### src/plt_pkg.sv
package plt_pkg;

   localparam int DATA_W = 32;
   localparam int MODE_W = 3;
   localparam int POS_W = 7;
   localparam int LEN_W = 7;
   localparam int STAT_W = 2;

   localparam logic [MODE_W-1:0] MODE_INSERT = 3'd0;
   localparam logic [MODE_W-1:0] MODE_DELETE = 3'd1;
   localparam logic [MODE_W-1:0] MODE_GET    = 3'd2;
   localparam logic [MODE_W-1:0] MODE_FIND   = 3'd3;
   localparam logic [MODE_W-1:0] MODE_CLEAR  = 3'd4;

   localparam logic [STAT_W-1:0] STAT_OK        = 2'd0;
   localparam logic [STAT_W-1:0] STAT_BAD_POS   = 2'd1;
   localparam logic [STAT_W-1:0] STAT_FULL      = 2'd2;
   localparam logic [STAT_W-1:0] STAT_NOT_FOUND = 2'd3;

   typedef struct packed {
      logic [MODE_W-1:0]        mode;
      logic [POS_W-1:0]         position;
      logic signed [DATA_W-1:0] value;
   } req_type;

   typedef struct packed {
      logic [STAT_W-1:0]        status;
      logic [POS_W-1:0]         found_position;
      logic signed [DATA_W-1:0] element;
      logic [LEN_W-1:0]         length;
      logic                     empty_res;
   } rsp_type;

   typedef enum logic [2:0] {
      ST_IDLE,
      ST_DECODE,
      ST_WALK,
      ST_PLACE,
      ST_DONE
   } st_type;

endpackage

### src/positional_list_table_core.sv
// channel | signals                         | direction
// req     | req_valid, req_ready, req_word  | in
// rsp     | rsp_valid, rsp_ready, rsp_word  | out
//
// one word at a time; an insert, delete or find walks the entry ram
// one address per cycle
// get reads a single entry; clear and rejected requests skip the walk
// the result register frees the request side while a response waits
// reset clears the entry count; the entry ram needs no clearing pass
module positional_list_table_core
   import plt_pkg::*;
#(
   parameter int CAPACITY = 64
) (
   input  logic    clock,
   input  logic    reset,
   input  logic    req_valid,
   output logic    req_ready,
   input  req_type req_word,
   output logic    rsp_valid,
   input  logic    rsp_ready,
   output rsp_type rsp_word
);

   localparam int ADDR_W = (CAPACITY > 2) ? $clog2(CAPACITY) : 1;
   localparam int CNT_W = $clog2(CAPACITY + 1);
   localparam int CMP_W = ((CNT_W > POS_W) ? CNT_W : POS_W) + 1;
   localparam logic [ADDR_W-1:0] ONE_A = ADDR_W'(1);

   logic [DATA_W-1:0] mem [CAPACITY];
   logic [DATA_W-1:0] rd_q;
   logic [ADDR_W-1:0] rd_addr;
   logic [ADDR_W-1:0] wr_addr;
   logic [DATA_W-1:0] wr_data;
   logic              wr_en;

   st_type              state_ff, state_in;
   req_type             op_ff, op_in;
   logic [CNT_W-1:0]    count_ff, count_in;
   logic [ADDR_W-1:0]   idx_ff, idx_in;
   logic [ADDR_W-1:0]   start_ff, start_in;
   logic [ADDR_W-1:0]   stop_ff, stop_in;
   logic [ADDR_W-1:0]   pidx_ff, pidx_in;
   logic                issue_ff, issue_in;
   logic                pend_ff, pend_in;
   logic [STAT_W-1:0]   status_ff, status_in;
   logic [POS_W-1:0]    found_ff, found_in;
   logic [DATA_W-1:0]   elem_ff, elem_in;
   logic                rsp_valid_ff, rsp_valid_in;
   rsp_type             rsp_ff, rsp_in;

   logic [CMP_W-1:0]  pos_w;
   logic [CMP_W-1:0]  cnt_w;
   logic [CMP_W-1:0]  pos_m1;
   logic [CMP_W-1:0]  cnt_m1;
   logic              pos_zero;
   logic              ins_bad;
   logic              rd_bad;
   logic              is_full;
   logic              at_end;
   logic              match;
   logic              walk_done;
   logic              rsp_free;
   logic [CNT_W-1:0]  cnt_next;

   always_comb begin
      pos_w = CMP_W'(op_ff.position);
      cnt_w = CMP_W'(count_ff);
      pos_m1 = pos_w - CMP_W'(1);
      cnt_m1 = cnt_w - CMP_W'(1);
      pos_zero = (op_ff.position == '0);
      ins_bad = pos_zero || (pos_w > cnt_w + CMP_W'(1));
      rd_bad = pos_zero || (pos_w > cnt_w);
      is_full = (cnt_w == CMP_W'(CAPACITY));
      at_end = (pos_w == cnt_w + CMP_W'(1));
      match = pend_ff && (op_ff.mode == MODE_FIND) && (rd_q == op_ff.value);
      walk_done = pend_ff && (!issue_ff || match);
      rsp_free = !rsp_valid_ff || rsp_ready;
   end

   // next state
   always_comb begin
      state_in = state_ff;
      unique case (state_ff)
         ST_IDLE: begin
            if (req_valid) begin
               state_in = ST_DECODE;
            end
         end
         ST_DECODE: begin
            state_in = ST_DONE;
            priority case (op_ff.mode)
               MODE_INSERT: begin
                  if (!ins_bad && !is_full) begin
                     state_in = at_end ? ST_PLACE : ST_WALK;
                  end
               end
               MODE_DELETE, MODE_GET: begin
                  if (!rd_bad) begin
                     state_in = ST_WALK;
                  end
               end
               MODE_FIND: begin
                  if (count_ff != '0) begin
                     state_in = ST_WALK;
                  end
               end
               default: state_in = ST_DONE;
            endcase
         end
         ST_WALK: begin
            if (walk_done) begin
               state_in = (op_ff.mode == MODE_INSERT) ? ST_PLACE : ST_DONE;
            end
         end
         ST_PLACE: state_in = ST_DONE;
         ST_DONE: begin
            if (rsp_free) begin
               state_in = ST_IDLE;
            end
         end
         default: state_in = ST_IDLE;
      endcase
   end

   // datapath and outputs
   always_comb begin
      op_in = op_ff;
      count_in = count_ff;
      idx_in = idx_ff;
      start_in = start_ff;
      stop_in = stop_ff;
      pidx_in = pidx_ff;
      issue_in = issue_ff;
      pend_in = 1'b0;
      status_in = status_ff;
      found_in = found_ff;
      elem_in = elem_ff;
      rsp_in = rsp_ff;
      rsp_valid_in = rsp_valid_ff && !rsp_ready;
      rd_addr = idx_ff;
      wr_addr = (op_ff.mode == MODE_INSERT) ? pidx_ff + ONE_A : pidx_ff - ONE_A;
      wr_data = rd_q;
      wr_en = 1'b0;
      cnt_next = count_ff;
      req_ready = (state_ff == ST_IDLE);

      unique case (state_ff)
         ST_IDLE: begin
            if (req_valid) begin
               op_in = req_word;
            end
         end
         ST_DECODE: begin
            status_in = STAT_OK;
            found_in = '0;
            elem_in = '0;
            issue_in = 1'b1;
            start_in = pos_m1[ADDR_W-1:0];
            priority case (op_ff.mode)
               MODE_INSERT: begin
                  if (ins_bad) begin
                     status_in = STAT_BAD_POS;
                  end else if (is_full) begin
                     status_in = STAT_FULL;
                  end else begin
                     found_in = op_ff.position;
                     idx_in = cnt_m1[ADDR_W-1:0];
                     stop_in = pos_m1[ADDR_W-1:0];
                  end
               end
               MODE_DELETE: begin
                  if (rd_bad) begin
                     status_in = STAT_BAD_POS;
                  end else begin
                     idx_in = pos_m1[ADDR_W-1:0];
                     stop_in = cnt_m1[ADDR_W-1:0];
                  end
               end
               MODE_GET: begin
                  if (rd_bad) begin
                     status_in = STAT_BAD_POS;
                  end else begin
                     idx_in = pos_m1[ADDR_W-1:0];
                     stop_in = pos_m1[ADDR_W-1:0];
                  end
               end
               MODE_FIND: begin
                  status_in = STAT_NOT_FOUND;
                  idx_in = '0;
                  stop_in = cnt_m1[ADDR_W-1:0];
               end
               default: status_in = STAT_OK;
            endcase
         end
         ST_WALK: begin
            // read one entry per cycle, handle the entry read last cycle
            if (issue_ff) begin
               pend_in = 1'b1;
               pidx_in = idx_ff;
               if (idx_ff == stop_ff) begin
                  issue_in = 1'b0;
               end else begin
                  idx_in = (op_ff.mode == MODE_INSERT) ? idx_ff - ONE_A : idx_ff + ONE_A;
               end
            end
            if (pend_ff) begin
               priority case (op_ff.mode)
                  MODE_INSERT: wr_en = 1'b1;
                  MODE_DELETE: begin
                     if (pidx_ff == start_ff) begin
                        elem_in = rd_q;
                     end else begin
                        wr_en = 1'b1;
                     end
                  end
                  MODE_GET: elem_in = rd_q;
                  MODE_FIND: begin
                     if (match) begin
                        status_in = STAT_OK;
                        found_in = POS_W'(pidx_ff) + POS_W'(1);
                        issue_in = 1'b0;
                        pend_in = 1'b0;
                     end
                  end
                  default: wr_en = 1'b0;
               endcase
            end
         end
         ST_PLACE: begin
            wr_en = 1'b1;
            wr_addr = start_ff;
            wr_data = op_ff.value;
         end
         ST_DONE: begin
            priority if (op_ff.mode == MODE_CLEAR) begin
               cnt_next = '0;
            end else if (op_ff.mode == MODE_INSERT && status_ff == STAT_OK) begin
               cnt_next = count_ff + CNT_W'(1);
            end else if (op_ff.mode == MODE_DELETE && status_ff == STAT_OK) begin
               cnt_next = count_ff - CNT_W'(1);
            end else begin
               cnt_next = count_ff;
            end
            if (rsp_free) begin
               count_in = cnt_next;
               rsp_valid_in = 1'b1;
               rsp_in.status = status_ff;
               rsp_in.found_position = found_ff;
               rsp_in.element = elem_ff;
               rsp_in.length = LEN_W'(cnt_next);
               rsp_in.empty_res = (cnt_next == '0);
            end
         end
         default: req_ready = 1'b0;
      endcase

      rsp_valid = rsp_valid_ff;
      rsp_word = rsp_ff;
   end

   always_ff @(posedge clock) begin
      if (wr_en) begin
         mem[wr_addr] <= wr_data;
      end
      rd_q <= mem[rd_addr];
   end

   always_ff @(posedge clock) begin
      if (reset) begin
         state_ff <= ST_IDLE;
         count_ff <= '0;
         issue_ff <= 1'b0;
         pend_ff <= 1'b0;
         rsp_valid_ff <= 1'b0;
      end else begin
         state_ff <= state_in;
         count_ff <= count_in;
         issue_ff <= issue_in;
         pend_ff <= pend_in;
         rsp_valid_ff <= rsp_valid_in;
      end
   end

   always_ff @(posedge clock) begin
      op_ff <= op_in;
      idx_ff <= idx_in;
      start_ff <= start_in;
      stop_ff <= stop_in;
      pidx_ff <= pidx_in;
      status_ff <= status_in;
      found_ff <= found_in;
      elem_ff <= elem_in;
      rsp_ff <= rsp_in;
   end

`ifndef SYNTHESIS
   a_count_bound: assert property (@(posedge clock) disable iff (reset)
      CMP_W'(count_ff) <= CMP_W'(CAPACITY))
      else $error("entry count above capacity");

   a_no_port_clash: assert property (@(posedge clock) disable iff (reset)
      (wr_en && state_ff == ST_WALK && issue_ff) |-> (wr_addr != rd_addr))
      else $error("shift write hits the address being read");

   a_accept_decode: assert property (@(posedge clock) disable iff (reset)
      (req_valid && req_ready) |=> (state_ff == ST_DECODE))
      else $error("accepted word not decoded");

   a_empty_flag: assert property (@(posedge clock) disable iff (reset)
      rsp_valid_ff |-> (rsp_ff.empty_res == (count_ff == '0)))
      else $error("empty flag disagrees with entry count");

   a_fail_clean: assert property (@(posedge clock) disable iff (reset)
      (rsp_valid_ff && rsp_ff.status != STAT_OK)
         |-> (rsp_ff.found_position == '0 && rsp_ff.element == '0))
      else $error("failed operation carries data");
`endif

endmodule

### config.mk
export PLATFORM = sky130hd
export DESIGN_NAME = positional_list_table_core
export DESIGN_NICKNAME = d
export VERILOG_FILES = /design/src/plt_pkg.sv /design/src/positional_list_table_core.sv
export SDC_FILE = /design/constraint.sdc
export NUM_CORES = 2
export LEC_CHECK = 0
export ABC_AREA = 1
export BUFFER_PORTS_ARGS = -buffer_cell sky130_fd_sc_hd__buf_2
export CORE_ASPECT_RATIO = 1.4
export CORE_UTILIZATION = 26
export DETAILED_ROUTE_END_ITERATION = 16
export PLACE_DENSITY = 0.46
export SLEW_MARGIN = 25
export SYNTH_ARGS = -nofsm -noshare
export SYNTH_HDL_FRONTEND = slang
export SYNTH_SLANG_ARGS = --single-unit
### constraint.sdc
create_clock -name clock -period 4.3 [get_ports clock]
set_clock_uncertainty 0.05 [all_clocks]
set_input_delay 0.215 -clock clock [delete_from_list [all_inputs] [get_ports clock]]
set_output_delay 0.215 -clock clock [all_outputs]
set_load 0.03 [all_outputs]
==> qor.csv <==
metric,value,unit
maxCapViolations,0,
critPathKind,flip-flop to flip-flop,
wl_per_cell,24.4,um
path_clk_slew,60,ps
place_inst,11400,
yosysSeqAreaShare,0.751,
cp_slowest_stage_delay,420,ps
min-delay-path-class,input port to flip-flop,
track_usage,0.164,
numClockSinks,2249,
grt_pass1_wl,415,mm
die_w,497,um
routed_wl,292,mm
drt_pass1_iterations,5,
cts_max_level,4,
grt_pass1_vias,57400,
clockBufferDepth,4,
path_common_cell,nand2_1,
crit_fanout,11,
area_growth,19.6,%
portBuffers,96,
path_cells,nor2_1 > inv_2 > nor2_8 > inv_1 > ha_1 > a21oi_1 > nand2_1 > nand2_1 > nand2_1 > a21oi_1 > xnor2_1 > nand2_1 > nand2_2 > nor2_1 > nand2_1 > buf_4 > nor2_4 > buf_4,
netlist_instances,7007,
rsz0062_at_grt,no,
nets,7344,
maxClockFrequency,250,MHz
ir_drop,0.000331,V
critPathLaunchType,flip-flop,
yosysMostFrequentCell,edfxtp_1,
vias,58100,
synthArstFlopShare,0,
grt.overflow.total,0,
syn-cell-area,89400,um^2
worstPathRequired,4810,ps
instances_no_fill,12000,
synthDominantCellAreaShare,0.741,
synth_fp_nets,7082,
path_buf_inv,4,
cts_tree,yes,
gp_congestion,0.852,
critPathTopFamily,simple AND/OR/NAND/NOR gates,
endpoint_kind,flip-flop,
grt_max_degree,114,
cts_setup_buffers,0,
chipHeight,696,um
status,"complete, no violations",
vias_per_cell,4.86,
cellLeakagePower,34.6,nW
synth_area_leaders,"edfxtp_1 74%, o21ai_0 6.3%, nor2_1 5.2%",
finalHoldViolCount,0,
wl_met3,14.8,mm
critPathArrivalTime,4520,ps
slew_headroom,0.260,
synth-edff-count,2204,
rows,254,
ant_nets,0,
pin_count,97,
insertion_delay,940,ps
met1_length,121,mm
avgSynthCellArea,12.8,um^2
tightest_slew,1110,ps
synth_area_leader_cell,edfxtp_1,
topRoutingLayerUsed,met4,
cellPowerDensity,506,nW/um^2
start_util,0.261,
slew_violations,0,
tns,0,ps
slowest_stage,edfxtp_1,
dominantRegCellSynth,edfxtp_1,
core,342000,um^2
ys_types,47,
synth_warnings,0,
antenna_found_initial,12,
finalCritPeriodShare,0.932,
post_synth_most_frequent_cells,"2204 x edfxtp_1, 1249 x nor2_1, 1125 x o21ai_0",
setup_viol,0,
drc,0,
die_area,346000,um^2
dp_hpwl,185,mm
numCtsBuffers,240,
drt-initial-drc-count,5461,
ys_ff_latch,2249,
wl_met2,147,mm
drive_gt1_frac,0.118,
cts_root_buf,clkbuf_16,
fin_crit,4010,ps
## registers in the layout, summed over array words and instances, names as in the netlist, 6 cells and up
signal / cells
op_ff: 42
start_ff: 6
mem: 2048
elem_ff: 32
pidx_ff: 6
count_ff: 7
rsp_word: 49
rd_q: 32
stop_ff: 6
idx_ff: 6
found_ff: 7
## worst paths after layout
kind / from / slack (ps) / end / depth (start not counted)
max: op_ff[40]$_DFFE_PP_ / 290 / mem[35][29]$_DFFE_PP_ / 18
min: req_word[27] / 40 / op_ff[27]$_DFFE_PP_ / 2
max reg2reg: op_ff[40]$_DFFE_PP_ / 290 / mem[35][29]$_DFFE_PP_ / 18
min reg2reg: elem_ff[17]$_SDFFCE_PN0P_ / 370 / rsp_word[25]$_DFFE_PP_ / 0
## per-layer routing
metal,track usage,vias to the layer above
met4,0.0533,0
met5,0,-
met3,0.0191,430
li1,-,26300
met1,0.206,29600
met2,0.290,1775
## layout by cell type, fill, tap and decap left out, types with 18 or more instances in the layout
cell           count
edfxtp_1        2204
nor2_1          1184
o21ai_0         1093
nand2_1          648
o22ai_1          535
nand3_1          332
clkbuf_16        243
buf_4            162
buf_12           147
inv_1            137
buf_2             96
dlygate4sd3_1     76
nor2_4            65
clkinv_2          63
a21oi_1           53
clkinv_1          50
o21ai_1           47
dfxtp_1           45
clkbuf_1          40
o21ai_4           32
ha_1              27
xor2_1            19
bufinv_16         18
## worst reg2reg max path, stage by stage, from the launching register on
cell and delay [ps]:
edfxtp_1 420, nor2_1 190, inv_2 120, nor2_8 100, inv_1 170, ha_1 400
a21oi_1 230, nand2_1 90, nand2_1 130, nand2_1 60, a21oi_1 160, xnor2_1 110
nand2_1 140, nand2_2 170, nor2_1 300, nand2_1 170, buf_4 250, nor2_4 160
buf_4 230
## power by group
group	switching [mW]	internal (mW)	total [mW]
clock	8.63	11.5	20.1
combinational	6.02	1.77	7.78
sequential	0.358	25.8	26.1
total	15.0	39.0	54.0
## per-stage QoR
stage	utilization	instance area [um^2]	setup slack, ps	hold slack [ps]	power (mW)
floorplan	-	89400	158	234	30.3
global placement	0.288	98400	-31.5	344	34.3
detailed placement	0.288	98500	201	343	34.4
CTS	0.312	107000	117	26.4	54.5
global route	0.312	107000	92.0	36.5	55.8
finish	0.312	107000	294	37.1	54.1
## area by class of cell
| class | count | area (um^2) |
|---|---|---|
| Antenna cell | 10 | 25.0 |
| Clock buffer | 290 | 6330 |
| Clock inverter | 147 | 1230 |
| Fill cell | 34100 | 235000 |
| Inverter | 149 | 606 |
| Multi-Input combinational cell | 4145 | 20500 |
| Sequential cell | 2249 | 67100 |
| Tap cell | 4480 | 5610 |
| Timing Repair Buffer | 484 | 5480 |
## kinds of logic after synthesis
| group | count (synthesis) | share of synthesized area |
|---|---|---|
| flip-flops | 2249 | 0.751 |
| adder cells (fa/ha/maj) | 29 | 0.00423 |
| buffers and inverters | 613 | 0.0300 |
| AND/OR/NAND/NOR | 2290 | 0.103 |
| XOR/XNOR | 33 | 0.00323 |
| AO/OA/AOI/OAI | 1793 | 0.109 |
## what timing repair did
action	4_1_cts	5_1_grt
endpoints found under the hold margin	70	0
resized for setup	0	2
hold buffers	76	0
endpoints found under the setup margin	0	349
(Power assumes the default switching activity.)
